===== src/hdl/egcd_pkg.sv =====
// Package with shared constants, microcode types and the control store for the extended GCD block.
package egcd_pkg;

    localparam int OPERAND_WIDTH_DEFAULT = 32;
    localparam int PC_WIDTH = 3;

    typedef enum logic [2:0] {
        ACT_NONE,
        ACT_LOAD,
        ACT_INIT,
        ACT_STEP,
        ACT_UPDATE,
        ACT_EMIT
    } act_t;

    typedef enum logic [2:0] {
        JMP_NEXT,
        JMP_ALWAYS,
        JMP_IF_NO_INPUT,
        JMP_IF_Y_ZERO,
        JMP_IF_COUNT_NZ,
        JMP_IF_OUT_BUSY
    } jmp_t;

    typedef logic [PC_WIDTH-1:0] pc_t;

    localparam pc_t PC_FETCH  = 3'd0;
    localparam pc_t PC_TEST   = 3'd1;
    localparam pc_t PC_INIT   = 3'd2;
    localparam pc_t PC_STEP   = 3'd3;
    localparam pc_t PC_UPDATE = 3'd4;
    localparam pc_t PC_EMIT   = 3'd5;

    typedef struct packed {
        act_t act;
        jmp_t jmp;
        pc_t  target;
    } ucode_t;

    typedef struct packed {
        act_t act;
        logic in_ready;
    } egcd_ctrl_t;

    typedef struct packed {
        logic in_valid;
        logic y_zero;
        logic out_busy;
    } egcd_stat_t;

    function automatic ucode_t ucode_rom(input pc_t pc);
        ucode_t word;
        case (pc)
            PC_FETCH:  word = '{act: ACT_LOAD,   jmp: JMP_IF_NO_INPUT, target: PC_FETCH};
            PC_TEST:   word = '{act: ACT_NONE,   jmp: JMP_IF_Y_ZERO,   target: PC_EMIT};
            PC_INIT:   word = '{act: ACT_INIT,   jmp: JMP_NEXT,        target: PC_FETCH};
            PC_STEP:   word = '{act: ACT_STEP,   jmp: JMP_IF_COUNT_NZ, target: PC_STEP};
            PC_UPDATE: word = '{act: ACT_UPDATE, jmp: JMP_ALWAYS,      target: PC_TEST};
            PC_EMIT:   word = '{act: ACT_EMIT,   jmp: JMP_IF_OUT_BUSY, target: PC_EMIT};
            default:   word = '{act: ACT_NONE,   jmp: JMP_ALWAYS,      target: PC_FETCH};
        endcase
        return word;
    endfunction

endpackage


===== src/hdl/egcd_in_if.sv =====
// Input channel interface carrying the two operands.
interface egcd_in_if #(
    parameter int OPERAND_WIDTH = 32
);
    logic                     valid;
    logic                     ready;
    logic [OPERAND_WIDTH-1:0] operand_a;
    logic [OPERAND_WIDTH-1:0] operand_b;

    modport source (output valid, output operand_a, output operand_b, input ready);
    modport sink   (input valid, input operand_a, input operand_b, output ready);
endinterface


===== src/hdl/egcd_out_if.sv =====
// Output channel interface carrying the GCD and the two Bezout coefficients.
interface egcd_out_if #(
    parameter int OPERAND_WIDTH = 32
);
    logic                            valid;
    logic                            ready;
    logic        [OPERAND_WIDTH-1:0] gcd_value;
    logic signed [OPERAND_WIDTH:0]   coeff_a;
    logic signed [OPERAND_WIDTH:0]   coeff_b;

    modport source (output valid, output gcd_value, output coeff_a, output coeff_b, input ready);
    modport sink   (input valid, input gcd_value, input coeff_a, input coeff_b, output ready);
endinterface


===== src/hdl/extended_gcd.sv =====
// Top level of the extended GCD block: datapath, output register and the microcode sequencer.
//
//   channel   direction   payload                              transaction
//   in_ch     sink        operand_a, operand_b                 valid && ready
//   out_ch    source      gcd_value, coeff_a, coeff_b          valid && ready
//
// Each Euclid step consists of a zero test, a setup step, one
// restoring-division cycle per quotient bit, and a coefficient update. The quotient
// times the next coefficient is accumulated from the quotient bits as they appear.
// Besides the steps, an item passes from acceptance until input is ready again through
// the load, the final zero test, the emit and a return step. The emit step waits while
// the output register holds an unaccepted result. Reset clears the sequencer and the
// output valid flag.
module extended_gcd
    import egcd_pkg::*;
#(
    parameter int OPERAND_WIDTH = OPERAND_WIDTH_DEFAULT
)(
    input  logic              clk,
    input  logic              rst_n,
    egcd_in_if.sink           in_ch,
    egcd_out_if.source        out_ch
);

    localparam int W  = OPERAND_WIDTH;
    localparam int CW = OPERAND_WIDTH + 1;

    egcd_ctrl_t ctrl;
    egcd_stat_t stat;

    logic [W-1:0]  x_reg, x_next;
    logic [W-1:0]  y_reg, y_next;
    logic [W-1:0]  rem_reg, rem_next;
    logic [CW-1:0] ca_reg, ca_next;
    logic [CW-1:0] ca1_reg, ca1_next;
    logic [CW-1:0] cb_reg, cb_next;
    logic [CW-1:0] cb1_reg, cb1_next;
    logic [CW-1:0] acc_a_reg, acc_a_next;
    logic [CW-1:0] acc_b_reg, acc_b_next;

    logic          out_valid_reg, out_valid_next;
    logic [W-1:0]  out_gcd_reg, out_gcd_next;
    logic [CW-1:0] out_ca_reg, out_ca_next;
    logic [CW-1:0] out_cb_reg, out_cb_next;

    logic [W:0]    rem_shift;
    logic [W:0]    rem_diff;
    logic          qbit;

    egcd_seq #(
        .OPERAND_WIDTH(OPERAND_WIDTH)
    ) u_seq (
        .clk  (clk),
        .rst_n(rst_n),
        .stat (stat),
        .ctrl (ctrl)
    );

    assign stat.in_valid = in_ch.valid;
    assign stat.y_zero   = (y_reg == '0);
    assign stat.out_busy = out_valid_reg && !out_ch.ready;

    assign rem_shift = {rem_reg, x_reg[W-1]};
    assign rem_diff  = rem_shift - {1'b0, y_reg};
    assign qbit      = !rem_diff[W];

    always_comb
    begin
        x_next     = x_reg;
        y_next     = y_reg;
        rem_next   = rem_reg;
        ca_next    = ca_reg;
        ca1_next   = ca1_reg;
        cb_next    = cb_reg;
        cb1_next   = cb1_reg;
        acc_a_next = acc_a_reg;
        acc_b_next = acc_b_reg;
        case (ctrl.act)
            ACT_LOAD:
            begin
                x_next   = in_ch.operand_a;
                y_next   = in_ch.operand_b;
                ca_next  = CW'(1);
                ca1_next = '0;
                cb_next  = '0;
                cb1_next = CW'(1);
            end
            ACT_INIT:
            begin
                rem_next   = '0;
                acc_a_next = '0;
                acc_b_next = '0;
            end
            ACT_STEP:
            begin
                rem_next   = qbit ? rem_diff[W-1:0] : rem_shift[W-1:0];
                x_next     = {x_reg[W-2:0], qbit};
                acc_a_next = {acc_a_reg[CW-2:0], 1'b0} + (qbit ? ca1_reg : '0);
                acc_b_next = {acc_b_reg[CW-2:0], 1'b0} + (qbit ? cb1_reg : '0);
            end
            ACT_UPDATE:
            begin
                x_next   = y_reg;
                y_next   = rem_reg;
                ca_next  = ca1_reg;
                ca1_next = ca_reg - acc_a_reg;
                cb_next  = cb1_reg;
                cb1_next = cb_reg - acc_b_reg;
            end
            default:
            begin
                x_next = x_reg;
            end
        endcase
    end

    always_comb
    begin
        out_gcd_next   = out_gcd_reg;
        out_ca_next    = out_ca_reg;
        out_cb_next    = out_cb_reg;
        out_valid_next = out_valid_reg && !out_ch.ready;
        if (ctrl.act == ACT_EMIT)
        begin
            out_valid_next = 1'b1;
            out_gcd_next   = x_reg;
            out_ca_next    = ca_reg;
            out_cb_next    = cb_reg;
        end
    end

    always_ff @(posedge clk)
    begin
        x_reg       <= x_next;
        y_reg       <= y_next;
        rem_reg     <= rem_next;
        ca_reg      <= ca_next;
        ca1_reg     <= ca1_next;
        cb_reg      <= cb_next;
        cb1_reg     <= cb1_next;
        acc_a_reg   <= acc_a_next;
        acc_b_reg   <= acc_b_next;
        out_gcd_reg <= out_gcd_next;
        out_ca_reg  <= out_ca_next;
        out_cb_reg  <= out_cb_next;
    end

    always_ff @(posedge clk or negedge rst_n)
    begin
        if (!rst_n)
        begin
            out_valid_reg <= 1'b0;
        end
        else
        begin
            out_valid_reg <= out_valid_next;
        end
    end

    assign in_ch.ready      = ctrl.in_ready;
    assign out_ch.valid     = out_valid_reg;
    assign out_ch.gcd_value = out_gcd_reg;
    assign out_ch.coeff_a   = $signed(out_ca_reg);
    assign out_ch.coeff_b   = $signed(out_cb_reg);

endmodule


===== src/hdl/egcd_seq.sv =====
// Microcode sequencer: program counter, control store lookup, jump logic and iteration counter.
module egcd_seq
    import egcd_pkg::*;
#(
    parameter int OPERAND_WIDTH = OPERAND_WIDTH_DEFAULT
)(
    input  logic       clk,
    input  logic       rst_n,
    input  egcd_stat_t stat,
    output egcd_ctrl_t ctrl
);

    localparam int CNT_WIDTH = $clog2(OPERAND_WIDTH);
    localparam logic [CNT_WIDTH-1:0] CNT_LAST = CNT_WIDTH'(OPERAND_WIDTH - 1);

    pc_t                  pc_reg;
    pc_t                  pc_next;
    logic [CNT_WIDTH-1:0] cnt_reg;
    logic [CNT_WIDTH-1:0] cnt_next;
    ucode_t               word;
    logic                 jump;
    logic                 wait_cond;
    act_t                 act;

    assign word = ucode_rom(pc_reg);

    always_comb
    begin
        jump      = 1'b0;
        wait_cond = 1'b0;
        case (word.jmp)
            JMP_NEXT:        jump = 1'b0;
            JMP_ALWAYS:      jump = 1'b1;
            JMP_IF_NO_INPUT:
            begin
                jump      = !stat.in_valid;
                wait_cond = 1'b1;
            end
            JMP_IF_Y_ZERO:   jump = stat.y_zero;
            JMP_IF_COUNT_NZ: jump = (cnt_reg != '0);
            JMP_IF_OUT_BUSY:
            begin
                jump      = stat.out_busy;
                wait_cond = 1'b1;
            end
            default:         jump = 1'b1;
        endcase
    end

    // A wait step performs its action only on the cycle it moves on.
    assign act = (wait_cond && jump) ? ACT_NONE : word.act;

    always_comb
    begin
        pc_next  = jump ? word.target : pc_t'(pc_reg + 1'b1);
        cnt_next = cnt_reg;
        case (act)
            ACT_INIT: cnt_next = CNT_LAST;
            ACT_STEP: cnt_next = cnt_reg - 1'b1;
            default:  cnt_next = cnt_reg;
        endcase
    end

    always_ff @(posedge clk or negedge rst_n)
    begin
        if (!rst_n)
        begin
            pc_reg  <= PC_FETCH;
            cnt_reg <= '0;
        end
        else
        begin
            pc_reg  <= pc_next;
            cnt_reg <= cnt_next;
        end
    end

    assign ctrl.act      = act;
    assign ctrl.in_ready = (word.act == ACT_LOAD);

endmodule

===== src/flat_wrapper.sv =====
// flat-port wrapper written by rule: the top's interface ports become plain ports
module extended_gcd_flat import egcd_pkg::*;
#(
    parameter int OPERAND_WIDTH = OPERAND_WIDTH_DEFAULT
)
  (clk, rst_n, in_ch_valid, in_ch_operand_a, in_ch_operand_b, in_ch_ready, out_ch_valid, out_ch_gcd_value, out_ch_coeff_a, out_ch_coeff_b, out_ch_ready);
  egcd_in_if #(.OPERAND_WIDTH(OPERAND_WIDTH)) in_ch_i ();
  egcd_out_if #(.OPERAND_WIDTH(OPERAND_WIDTH)) out_ch_i ();
  input  logic clk;
  input  logic rst_n;
  input wire logic [$bits(in_ch_i.valid)-1:0] in_ch_valid;
  input wire logic [$bits(in_ch_i.operand_a)-1:0] in_ch_operand_a;
  input wire logic [$bits(in_ch_i.operand_b)-1:0] in_ch_operand_b;
  output wire logic [$bits(in_ch_i.ready)-1:0] in_ch_ready;
  output wire logic [$bits(out_ch_i.valid)-1:0] out_ch_valid;
  output wire logic [$bits(out_ch_i.gcd_value)-1:0] out_ch_gcd_value;
  output wire logic [$bits(out_ch_i.coeff_a)-1:0] out_ch_coeff_a;
  output wire logic [$bits(out_ch_i.coeff_b)-1:0] out_ch_coeff_b;
  input wire logic [$bits(out_ch_i.ready)-1:0] out_ch_ready;
  assign in_ch_i.valid = in_ch_valid;
  assign in_ch_i.operand_a = in_ch_operand_a;
  assign in_ch_i.operand_b = in_ch_operand_b;
  assign in_ch_ready = in_ch_i.ready;
  assign out_ch_valid = out_ch_i.valid;
  assign out_ch_gcd_value = out_ch_i.gcd_value;
  assign out_ch_coeff_a = out_ch_i.coeff_a;
  assign out_ch_coeff_b = out_ch_i.coeff_b;
  assign out_ch_i.ready = out_ch_ready;
  extended_gcd #(.OPERAND_WIDTH(OPERAND_WIDTH)) u_core (.clk(clk), .rst_n(rst_n), .in_ch(in_ch_i), .out_ch(out_ch_i));
endmodule

===== config.mk =====
export PLATFORM = sky130hd
export DESIGN_NAME = extended_gcd_flat
export DESIGN_NICKNAME = d
export VERILOG_FILES = /design/src/hdl/egcd_pkg.sv /design/src/hdl/egcd_in_if.sv /design/src/hdl/egcd_out_if.sv /design/src/hdl/extended_gcd.sv /design/src/hdl/egcd_seq.sv /design/src/flat_wrapper.sv
export SDC_FILE = /design/constraint.sdc
export NUM_CORES = 1
export LEC_CHECK = 0
export ABC_AREA = 1
export BUFFER_PORTS_ARGS = -buffer_cell sky130_fd_sc_hd__clkbuf_2
export CORE_MARGIN = 2
export CORE_UTILIZATION = 50
export CTS_BUF_LIST = sky130_fd_sc_hd__clkbuf_16
export CTS_CLUSTER_DIAMETER = 120
export DETAILED_ROUTE_END_ITERATION = 12
export PLACE_DENSITY = 0.7
export REMOVE_ABC_BUFFERS = 1
export SKIP_LAST_GASP = 1
export SLEW_MARGIN = 10
export SYNTH_ARGS = -nofsm -noshare
export SYNTH_HDL_FRONTEND = slang
export SYNTH_SLANG_ARGS = --single-unit

===== constraint.sdc =====
create_clock -name clk -period 7.2 [get_ports clk]
set_clock_uncertainty 0.2 [all_clocks]
set_input_delay 0.36 -clock clk [delete_from_list [all_inputs] [get_ports clk]]
set_output_delay 0.36 -clock clk [all_outputs]
set_load 0.01 [all_outputs]

=== Word-level counts from Yosys, hierarchy flattened ===
Cells that the tools add are included.

* Flip-flop bits (word level): 401
* Input bits: 68
* Word-level logic and storage cells: 69

* Add/subtract/negate cells: 7
* Equality and inequality tests: 15
* Multiplexer cells: 19
* Reductions and logical operators: 13

{| class="wikitable"
|+ Operators with widths
! kind !! number
|-
| case mux 33 bit (2 select lines) || 6
|-
| case mux 32 bit (2 select lines) || 2
|-
| case mux 32 bit (3 select lines) || 1
|-
| adder 33 bit || 2
|-
| 2-to-1 mux 33 bit || 2
|-
| subtractor 33 bit || 2
|-
| case mux 9 bit (6 select lines) || 1
|-
| subtractor 33 x 32 -> 33 bit || 1
|-
| logical NOT 32 bit || 1
|-
| 2-to-1 mux 32 bit || 1
|-
| equality test 3 x 2 -> 1 bit (second input constant) || 6
|-
| equality test 3 bit (second input constant) || 6
|-
| case mux 5 bit (2 select lines) || 1
|-
| equality test 3 x 1 -> 1 bit (second input constant) || 3
|-
| logical NOT 3 bit || 2
|-
| 2-to-1 mux 3 bit || 2
|-
| case mux 1 bit (5 select lines) || 1
|-
| nonzero test 5 bit || 1
|-
| subtractor 5 x 1 -> 5 bit (second input constant) || 1
|-
| nonzero test 2 bit || 2
|-
| adder 3 x 1 -> 3 bit (second input constant) || 1
|-
| logical NOT 1 bit || 3
|-
| nonzero test 3 bit || 1
|-
| logical AND 1 bit || 2
|-
| 2 further kinds || 3
|}

=== Logic depth before layout (Yosys ltp) ===
Gate-level depths: netlist of the first run.

* Depth in word-level cells: 9
* Depth in mapped cells: 31

=== By module ===
A second synthesis of the first run with hierarchy kept.

* Cell total of the unflattened synthesis: 2897
* Area, all modules: 24698.7 um^2

{| class="wikitable"
|+ Modules (own cells, without submodules)
! module !! times used !! cells an instance !! area each (um^2) !! seq. area each (um^2)
|-
| extended_gcd || 1 || 2817 || 24063.1 || 11796.3
|-
| egcd_seq || 1 || 80 || 635.6 || 200.2
|}

=== Least setup slack after synthesis of the first run ===
No wires, ideal clock.

* Kind: flip-flop to flip-flop
* From: register u_core.u_seq.pc_reg[2]
* To: register u_core.ca1_reg[0], enable pin
* Library setup time: 1.354 ns
* Data arrival time: 5.797 ns
* Required time: 5.646 ns
* Setup slack: -0.151 ns
* Cell stages (with the launch flop): 12
* Period minus slack after synthesis: 7.351 ns
* Cell sequence: dfrtp_1 buf_4 nor2_4 inv_1 nor3_2 nor2_2 nand2_4 o21ai_4 nand3_2 buf_2 buf_2 nand2_1

* Word-level cells in the longest chain between the ends: 9
* Elaborated cells between the ends (all ways): 20
* Classes of those cells: eq/ne (11); mux (4); reduce/logical (5)

{| class="wikitable"
|+ Ends and longest elaborated chain
! element !! line !! source
|-
| start: declaration || egcd_seq.sv:16 || <nowiki>pc_t pc_reg;</nowiki>
|-
| start signal: assignment || egcd_seq.sv:73 || <nowiki>pc_reg <= pc_next;</nowiki>
|-
| equality test 3 bit, or another cell as far along || egcd_pkg.sv:53 || <nowiki>case (pc)</nowiki>
|-
| case mux 9 bit (6 select lines) (*) || egcd_pkg.sv:53 ||
|-
| equality test 3 bit or equality test 3 x 2 -> 1 bit (tied branches) || egcd_seq.sv:31 || <nowiki>case (word.jmp)</nowiki>
|-
| OR reduction 2 bit (no line) || n/a ||
|-
| 2-to-1 mux 1 bit || egcd_seq.sv:31 ||
|-
| logical AND 1 bit || egcd_seq.sv:51 || <nowiki>assign act = (wait_cond && jump) ? ACT_NONE : word.act;</nowiki>
|-
| 2-to-1 mux 3 bit (*) || egcd_seq.sv:51 ||
|-
| equality test 3 x 1 -> 1 bit or equality test 3 bit (tied branches) || extended_gcd.sv:78 || <nowiki>case (ctrl.act)</nowiki>
|-
| nonzero test 2 bit (no line) (*) || n/a ||
|-
| end signal: assignment || extended_gcd.sv:138 || <nowiki>ca1_reg <= ca1_next;</nowiki>
|-
| end: declaration || extended_gcd.sv:35 || <nowiki>logic [CW-1:0] ca1_reg, ca1_next;</nowiki>
|}

Mark *: on every way between the ends. The rest lies on a longest branch, timed or not.
A chain may end at the register's enable or synchronous reset.

=== Worst setup path in the final report of the first run ===
* From: register u_core.y_reg[0]
* To: register u_core.acc_b_reg[30] (data pin)

* Word-level cells in the longest chain between the ends: 6
* Elaborated cells between the ends (all ways): 10
* Classes of those cells: add/sub (2); eq/ne (2); mux (4); reduce/logical (2)

{| class="wikitable"
|+ Ends and longest elaborated chain
! element !! line !! source
|-
| start: declaration || extended_gcd.sv:32 || <nowiki>logic [W-1:0] y_reg, y_next;</nowiki>
|-
| start signal: assignment || extended_gcd.sv:135 || <nowiki>y_reg <= y_next;</nowiki>
|-
| branches (longest 5 deep; another with subtractor 33 x 32 -> 33 bit) || n/a ||
|-
| case mux 33 bit (2 select lines) (*) || extended_gcd.sv:78 ||
|-
| end signal: assignment || extended_gcd.sv:142 || <nowiki>acc_b_reg <= acc_b_next;</nowiki>
|-
| end: declaration || extended_gcd.sv:39 || <nowiki>logic [CW-1:0] acc_b_reg, acc_b_next;</nowiki>
|}

Every way passes the cells marked *.

==> summary.txt, run 1 <==
Final period util -> 70.4%
most common cell after layout, fill and taps aside -> nand2_1
# rows -> 82
io pins -> 168
Root Buffer -> clkbuf_16
total track usage -> 26.7%
Critical Path Sink Type -> flop
CTS tree -> built
setup bufs post-CTS -> 0
R2R Setup Slk -> 2.13 ns
core footprint -> 0.0499 mm^2
drt pass-1 iters -> 6
RR Endpoint -> u_core.acc_b_reg[30]$_SDFFCE_PP0P_
DRT Wirelength -> 70400 um
Die Wd -> 228 um
ys async rst share -> 2.24%
EDFF count, synth -> 392
CP peak stage delay -> 0.59 ns
number of global-route vias before repair -> 20933
CP dominant cell by count -> nand2_1
worst setup path end -> u_core.acc_b_reg[30]$_SDFFCE_PP0P_
synth warn -> 0
final setup TNS -> 0 ns
cell count after synthesis -> 3020
worst-margin pin slew -> 1.09 ns
CP Data Arrival Time -> 5.17 ns
fill cell count -> 4549
Syn-to-layout area delta -> 14.7%
share of cells above drive strength 1 -> 8.97%
count of final hold-check violations -> 0
Wirelength per Cell -> 17.8 um
initial antenna violation count -> 2
max-slew violations -> 0
register area share after synthesis -> 47.7%
fin cells -> 3961
synth unique cells -> 47
reg2reg path depth -> 24
WP data required -> 7.30 ns
gr ovfl total -> 0
Most used DFF post-synth -> edfxtp_1
DP Wirelength -> 51600 um
Initial DRC Count -> 1713
startpoint types -> flop
RSZ-0062 raised after global routing -> false
worst-path maximum fanout -> 67
via count -> 21349
Mapped Area -> 0.0251 mm^2
global-route wire length before repair -> 111000 um
Final ANT Viol Nets -> 0
clk slew on worst S/H paths -> 0.06 ns
minimum clock period -> 5.07 ns
multi-input logic area -> 0.0113 mm^2
RR Startpoint -> u_core.y_reg[0]$_DFFE_PP_
Slowest-stage cell, CP -> nand2_4
Post-Route Utilization -> 57.8%
Synth Register Bits -> 401
CTS HTree Levels -> 2
vias per cell -> 5.39
crit-path cells -> ha_1, fa_1, inv_1, nand2_1, nand2_1, nand3_1, nand2_1, nand2_1, nand2_2, nand2_1, nand2_1, nand2_1, nand2_4, nor2_1, ha_1, nand3_1, nand2_1, a21oi_1, o21ai_0, nand2_1, nand2_1, nand4_1, nand3_1, a21oi_1
Worst-Skew Late Latency -> 0.60 ns
Fin Hold WS -> 0.142 ns
die area -> 0.0521 mm^2
Max Cap Viol -> 0
Die Y -> 228 um
Setup-failing EPs final -> 0
Placed Cells incl. Taps -> 3811
routability cong. -> 0.983
Mean Syn Cell Area -> 8.32 um^2
Slew headroom -> 27.0%
largest net degree at the start of global routing -> 88
Post-route DRC -> 0
Initial Utilization -> 50.4%
maximum root-to-sink buffer count -> 3
register cell area after layout -> 0.0120 mm^2
CTS Buf Count -> 46
critical path type -> reg2reg
CP Launch Point -> u_core.y_reg[0]$_DFFE_PP_
port bufs -> 167
worst hold-check path type -> in2reg
fmax -> 197 MHz
Nets -> 3490
most frequent cells in the layout -> nand2_1 (681), nor2_1 (474), inv_1 (432)
clock sinks -> 401
status -> complete, no violations
[worst max-delay path, delay by kind of cell, from the launching register on]
kind / cells / cell delay (ns)
buffers and inverters: 1 / 0.07
adder cells (fa/ha/maj): 3 / 1.00
AO/OA/AOI/OAI: 3 / 0.66
flip-flops: 1 / 0.41
AND/OR/NAND/NOR: 17 / 2.40
[through the flow]
step	setup WS, ns	area (um^2)
2_1_floorplan	-2.02	24800
4_1_cts	2.17	28800
3_3_place_gp	2.30	26600
5_1_grt	1.55	28800
3_5_place_dp	2.17	26600
6_report	2.13	28800
[layout make-up]
type	count	area share, %
Multi-Input combinational cell	2127	39.0
Tap cell	672	2.92
Clock inverter	35	1.25
Inverter	431	5.61
Timing Repair Buffer	247	5.56
Antenna cell	2	0.0174
Sequential cell	401	41.6
Clock buffer	46	3.99
[routing by layer]
layer | global-route usage [%] | vias to the layer above | wire [um]
li1 | - | 10533 | -
met1 | 36.0 | 9976 | 31000
met2 | 44.5 | 713 | 32900
met3 | 3.89 | 127 | 4450
met4 | 8.66 | 0 | 2020
met5 | 0 | - | 0
[logic make-up (layout without fill, tap and decap cells)]
family / after synthesis / after routing / share of synthesized area [%]
simple gates: 1371 / 1371 / 22.3
compound gates: 506 / 506 / 10.9
other cells: 0 / 2 / 0
mux: 1 / 1 / 0.0448
flops: 401 / 401 / 47.7
fa+ha+maj: 168 / 168 / 8.51
buf+inv: 492 / 759 / 7.69
xor+xnor: 81 / 81 / 2.82
[synth_stat cells (2+ instances only)]
cell      number  area [um^2]
nand2_1      684         2570
nor2_1       476         1790
inv_1        425         1600
edfxtp_1     392        11800
a21oi_1      261         1310
ha_1         163         2040
o21ai_0      136          681
xor2_1        68          596
nand4_1       67          419
nand3_1       60          300
buf_2         43          215
nor3_1        37          185
o21ai_1       35          175
or2_2         18          113
o21bai_1      17          128
a21o_1        14          105
xnor2_1       13          114
clkbuf_1      10         37.5
dfrtp_1        9          225
nor4_1         9         56.3
a211oi_1       7         52.6
buf_4          7         52.6
o21a_1         7         52.6
o211ai_1       6         45.0
a31oi_1        5         31.3
fa_1           5          100
inv_2          5         18.8
a21boi_0       4         30.0
a31o_2         4         35.0
nand3b_1       4         30.0
a211oi_2       3         37.5
nand2_2        3         18.8
nor3b_1        3         22.5
o211a_1        3         30.0
nand3_2        2         20.0
nor3_2         2         20.0
nor3b_2        2         25.0
o221ai_1       2         17.5
[how the worst min path moves through the flow]
stage / startpoint / endpoint / slack, ns / depth (start not counted)
after detailed placement: rst_n / u_core.out_ch.valid$_DFF_PN0_ / 0.03 / 1
after CTS: in_ch_valid / u_core.u_seq.pc_reg[2]$_DFF_PN0_ / 0.12 / 7
after global placement: rst_n / u_core.out_ch.valid$_DFF_PN0_ / 0.03 / 1
after global routing: in_ch_valid / u_core.u_seq.pc_reg[2]$_DFF_PN0_ / 0.21 / 7
after floorplan: rst_n / async pin / -0.14 / 0
final: in_ch_valid / u_core.u_seq.pc_reg[2]$_DFF_PN0_ / 0.14 / 7
[repair_timing]
item                                   CTS  global route
setup endpoints to repair                0             0
endpoints found under the hold margin   74             0
hold buffers                            67             0
resized for setup                        0             0
Power of run 1 is left out: the tool's default activity adds up to more than one toggle a clock period on the data nets, which glitch-free logic cannot reach.
==> inputs of run 2 (changes only) <==
==> constraint.sdc (replaced) <==
create_clock -name clk -period 4.3 [get_ports clk]
set_clock_uncertainty 0.2 [all_clocks]
set_input_delay 0.215 -clock clk [delete_from_list [all_inputs] [get_ports clk]]
set_output_delay 0.215 -clock clk [all_outputs]
set_load 0.01 [all_outputs]
==> summary.txt, run 2 (synthesis results as in run 1) <==
fin cells -> 4116
most frequent cells in the layout -> nand2_1 (664), nor2_1 (462), inv_1 (436)
Initial DRC Count -> 1593
drt pass-1 iters -> 6
Ant. Diodes -> 0
Worst-Skew Late Latency -> 0.60 ns
worst hold-check path type -> in2reg
Initial Utilization -> 50.4%
Die Wd -> 228 um
Slew headroom -> 30.9%
vias per cell -> 5.40
# rows -> 82
status -> complete, no violations
CP Data Arrival Time -> 4.32 ns
WP data required -> 4.45 ns
Post-Route Utilization -> 61.1%
CP peak stage delay -> 0.44 ns
critical path type -> reg2reg
Final period util -> 97.0%
clk slew on worst S/H paths -> 0.06 ns
via count -> 22243
Syn-to-layout area delta -> 21.2%
count of final hold-check violations -> 0
minimum clock period -> 4.17 ns
register cell area after layout -> 0.0120 mm^2
largest net degree at the start of global routing -> 106
die area -> 0.0521 mm^2
share of cells above drive strength 1 -> 15.5%
total track usage -> 28.3%
core footprint -> 0.0499 mm^2
setup slack at placement -> -0.205 ns
CTS Buf Count -> 47
CP dominant cell by count -> nand2_1
Max Cap Viol -> 0
gr ovfl total -> 0
Setup-failing EPs final -> 0
multi-input logic area -> 0.0117 mm^2
initial antenna violation count -> 0
port bufs -> 167
final setup TNS -> 0 ns
max-slew violations -> 0
worst path bufs/invs -> 3
startpoint types -> flop
delay-heaviest family, CP -> simple AND/OR/NAND/NOR gates
DP Wirelength -> 55100 um
maximum root-to-sink buffer count -> 3
Slowest-stage cell, CP -> edfxtp_1
CTS tree -> built
Post-route DRC -> 0
Nets -> 3644
Critical Path Sink Type -> flop
routability cong. -> 0.953
CTS HTree Levels -> 2
fill cell count -> 4489
Final ANT Viol Nets -> 0
setup ws final -> 0.129 ns
io pins -> 168
worst-margin pin slew -> 1.03 ns
global-route wire length before repair -> 117000 um
worst-path maximum fanout -> 6
Die Y -> 228 um
number of global-route vias before repair -> 21828
Placed Cells incl. Taps -> 3943
most common cell after layout, fill and taps aside -> nand2_1
Root Buffer -> clkbuf_16
fmax -> 240 MHz
clock sinks -> 401
Wirelength per Cell -> 18.2 um
DRT Wirelength -> 74800 um
## run 2: path summary, 6_finish.rpt
path                                                  from                                    end  slack [ns]  cells after the start
min in group asynchronous                            rst_n          u_core.out_ch.valid$_DFF_PN0_        0.40                      3
worst max-delay path             u_core.y_reg[0]$_DFFE_PP_     u_core.acc_b_reg[27]$_SDFFCE_PP0P_        0.13                     26
worst min-delay path                          out_ch_ready          u_core.out_ch.valid$_DFF_PN0_        0.17                      3
max in group asynchronous                            rst_n                              async pin        3.21                      3
worst min register to register  u_core.x_reg[18]$_DFFE_PP_  u_core.out_ch.gcd_value[18]$_DFFE_PP_        0.25                      0
worst max register to register   u_core.y_reg[0]$_DFFE_PP_     u_core.acc_b_reg[27]$_SDFFCE_PP0P_        0.13                     26
## run 2: worst min-delay path: stages
cell and delay [ns]:
dlygate4sd3_1 0.53, clkbuf_2 0.11, o22ai_1 0.07
## run 2: metrics by stage
step	cell area, um^2	hold slack, ns
after global placement	27700	-0.124
after floorplan	24800	-0.281
after global routing	30500	0.183
after detailed placement	27700	-0.122
after CTS	30000	0.155
final	30500	0.173
## run 2: timing repair
item	in CTS	in global routing
setup buffers	2	15
resized for setup	19	109
setup endpoints to repair	37	45
cloned	2	1
hold endpoints to repair	76	0
pin swaps	3	33
hold buffers	68	0
## run 2: routing by layer
metal | vias to the layer above | global-route usage [%] | routed length [um]
met3 | 124 | 4.84 | 5030
met2 | 712 | 45.7 | 34300
met4 | 0 | 7.50 | 1870
met5 | - | 0 | 0
li1 | 10849 | - | -
met1 | 10558 | 39.7 | 33600
## run 2: cell type report
type                    count  share of cell area [%]
inverters                 431                    5.31
multi-input cells        2129                    38.3
clock inverters            37                    1.05
well taps                 672                    2.76
flip-flops and latches    401                    39.4
repair buffers            398                    9.23
clock buffers              48                    3.94
Power of run 2 is left out for the same reason.
==> inputs of run 3 (changes only) <==
--- a/config.mk
+++ b/config.mk
@@ -6,13 +6,14 @@
 export NUM_CORES = 1
 export LEC_CHECK = 0
 export ABC_AREA = 1
-export BUFFER_PORTS_ARGS = -buffer_cell sky130_fd_sc_hd__clkbuf_2
 export CORE_MARGIN = 2
 export CORE_UTILIZATION = 50
 export CTS_BUF_LIST = sky130_fd_sc_hd__clkbuf_16
 export CTS_CLUSTER_DIAMETER = 120
 export DETAILED_ROUTE_END_ITERATION = 12
-export PLACE_DENSITY = 0.7
+export DONT_BUFFER_PORTS = 1
+export MAX_ROUTING_LAYER = met4
+export PLACE_DENSITY = 0.68
 export REMOVE_ABC_BUFFERS = 1
 export SKIP_LAST_GASP = 1
 export SLEW_MARGIN = 10
==> constraint.sdc (replaced) <==
create_clock -name clk -period 3.7 [get_ports clk]
set_clock_uncertainty 0.2 [all_clocks]
set_input_delay 0.185 -clock clk [delete_from_list [all_inputs] [get_ports clk]]
set_output_delay 0.185 -clock clk [all_outputs]
set_load 0.01 [all_outputs]
==> summary.txt, run 3 (synthesis results as in run 1) <==
Nets -> 3739
fin cells -> 4214
gr ovfl total -> 0
Initial Utilization -> 50.4%
worst-margin pin slew -> 0.914 ns
die area -> 0.0521 mm^2
Final ANT Viol Nets -> 0
CP dominant cell by count -> nand2_2
Initial DRC Count -> 1604
failing checks -> negative setup slack
Root Buffer -> clkbuf_16
# rows -> 82
WP data required -> 3.86 ns
CP Data Arrival Time -> 4.25 ns
R2R Setup Slk -> -0.39 ns
status -> finished with violations
Hold Startpoint -> out_ch_ready
drt pass-1 iters -> 6
number of global-route vias before repair -> 22707
CP peak stage delay -> 0.38 ns
port bufs -> 0
total track usage -> 29.9%
Die Wd -> 228 um
Hold EP -> u_core.out_ch.valid$_DFF_PN0_
largest net degree at the start of global routing -> 81
core footprint -> 0.0499 mm^2
Die Y -> 228 um
DRT Wirelength -> 77700 um
RSZ-0062 raised after global routing -> true
CTS tree -> built
clk slew on worst S/H paths -> 0.06 ns
Hold Crit Depth -> 2
Max Cap Viol -> 0
RR Startpoint -> u_core.x_reg[31]$_DFFE_PP_
io pins -> 168
minimum clock period -> 4.09 ns
Syn-to-layout area delta -> 31.6%
most frequent cells in the layout -> nand2_1 (617), inv_1 (419), nor2_1 (416)
global-route wire length before repair -> 120000 um
worst-path maximum fanout -> 8
share of cells above drive strength 1 -> 24.1%
Post-route DRC -> 0
CTS Buf Count -> 47
count of final hold-check violations -> 0
Wirelength per Cell -> 18.4 um
setup ws final -> -0.391 ns
reg2reg path depth -> 29
Setup-failing EPs final -> 50
routability cong. -> 0.981
initial antenna violation count -> 3
CTS HTree Levels -> 2
RR Endpoint -> u_core.acc_b_reg[25]$_SDFFCE_PP0P_
max-slew violations -> 0
critical path type -> reg2reg
Slew headroom -> 39.1%
via count -> 22781
startpoint types -> flop
Post-Route Utilization -> 66.3%
most common cell after layout, fill and taps aside -> nand2_1
Worst-Skew Late Latency -> 0.60 ns
maximum root-to-sink buffer count -> 3
fmax -> 244 MHz
Placed Cells incl. Taps -> 3980
vias per cell -> 5.41
Final period util -> 111%
DP Wirelength -> 55300 um
clock sinks -> 401
worst hold-check path type -> in2reg
Critical Path Sink Type -> flop
Slowest-stage cell, CP -> edfxtp_1
==> run 3: what timing repair did <==
| action | CTS | global route |
|---|---|---|
| gates resized for setup | 234 | 197 |
| hold buffers | 68 | 0 |
| hold endpoints to repair | 77 | 0 |
| pin swaps | 81 | 75 |
| setup buffers | 47 | 33 |
| endpoints found under the setup margin | 55 | 270 |
| cloned | 1 | 1 |
==> run 3: layout make-up <==
class	count	area, um^2
antenna	2	5.00
clock buffer	48	1200
clock inverter	38	430
fill	4047	16800
inverter	431	1620
multi-input combinational	2127	12800
sequential	401	12000
tap	672	841
timing repair buffer	495	4210
==> run 3: layer usage <==
| layer | track usage, % | up-vias | wire length, um |
|---|---|---|---|
| li1 | - | 11030 | - |
| met1 | 39.2 | 10887 | 33500 |
| met2 | 49.0 | 715 | 37300 |
| met3 | 4.09 | 149 | 4780 |
| met4 | 8.19 | 0 | 2120 |
| met5 | - | - | 0 |
==> run 3: worst max path at each step <==
stage                                     startpoint                                 end  slack [ns]  cells after the start
floorplan           u_core.u_seq.pc_reg[2]$_DFF_PN0_     u_core.ca1_reg[0]$_SDFFCE_PN0P_       -5.52                      8
global route              u_core.x_reg[31]$_DFFE_PP_  u_core.acc_b_reg[25]$_SDFFCE_PP0P_       -0.57                     29
detailed placement         u_core.y_reg[0]$_DFFE_PP_  u_core.acc_a_reg[25]$_SDFFCE_PP0P_       -0.83                     27
global placement           u_core.y_reg[0]$_DFFE_PP_  u_core.acc_b_reg[32]$_SDFFCE_PP0P_       -0.61                     24
CTS                        u_core.y_reg[0]$_DFFE_PP_  u_core.acc_b_reg[26]$_SDFFCE_PP0P_       -0.32                     27
finish                    u_core.x_reg[31]$_DFFE_PP_  u_core.acc_b_reg[25]$_SDFFCE_PP0P_       -0.39                     29
==> run 3: critical path, delay by kind of cell (launching register included) <==
kind / cells / cell delay (ns)
AO/OA/AOI/OAI: 4 / 0.59
AND/OR/NAND/NOR: 17 / 1.20
adder cells (fa/ha/maj): 3 / 0.88
flip-flops: 1 / 0.38
buffers and inverters: 5 / 0.58
==> run 3: per-stage QoR <==
step | setup slack (ns) | TNS (ns) | hold slack, ns | instance area [um^2]
after floorplan | -5.52 | -1630.83 | -0.311 | 24800
after global placement | -0.607 | -21.30 | -0.310 | 28500
after detailed placement | -0.827 | -30.69 | -0.310 | 28500
after CTS | -0.322 | -9.79 | 0.0648 | 32000
after global routing | -0.575 | -21.06 | 0.0930 | 33100
final | -0.391 | -10.48 | 0.0974 | 33100
Power of run 3 is left out for the same reason.
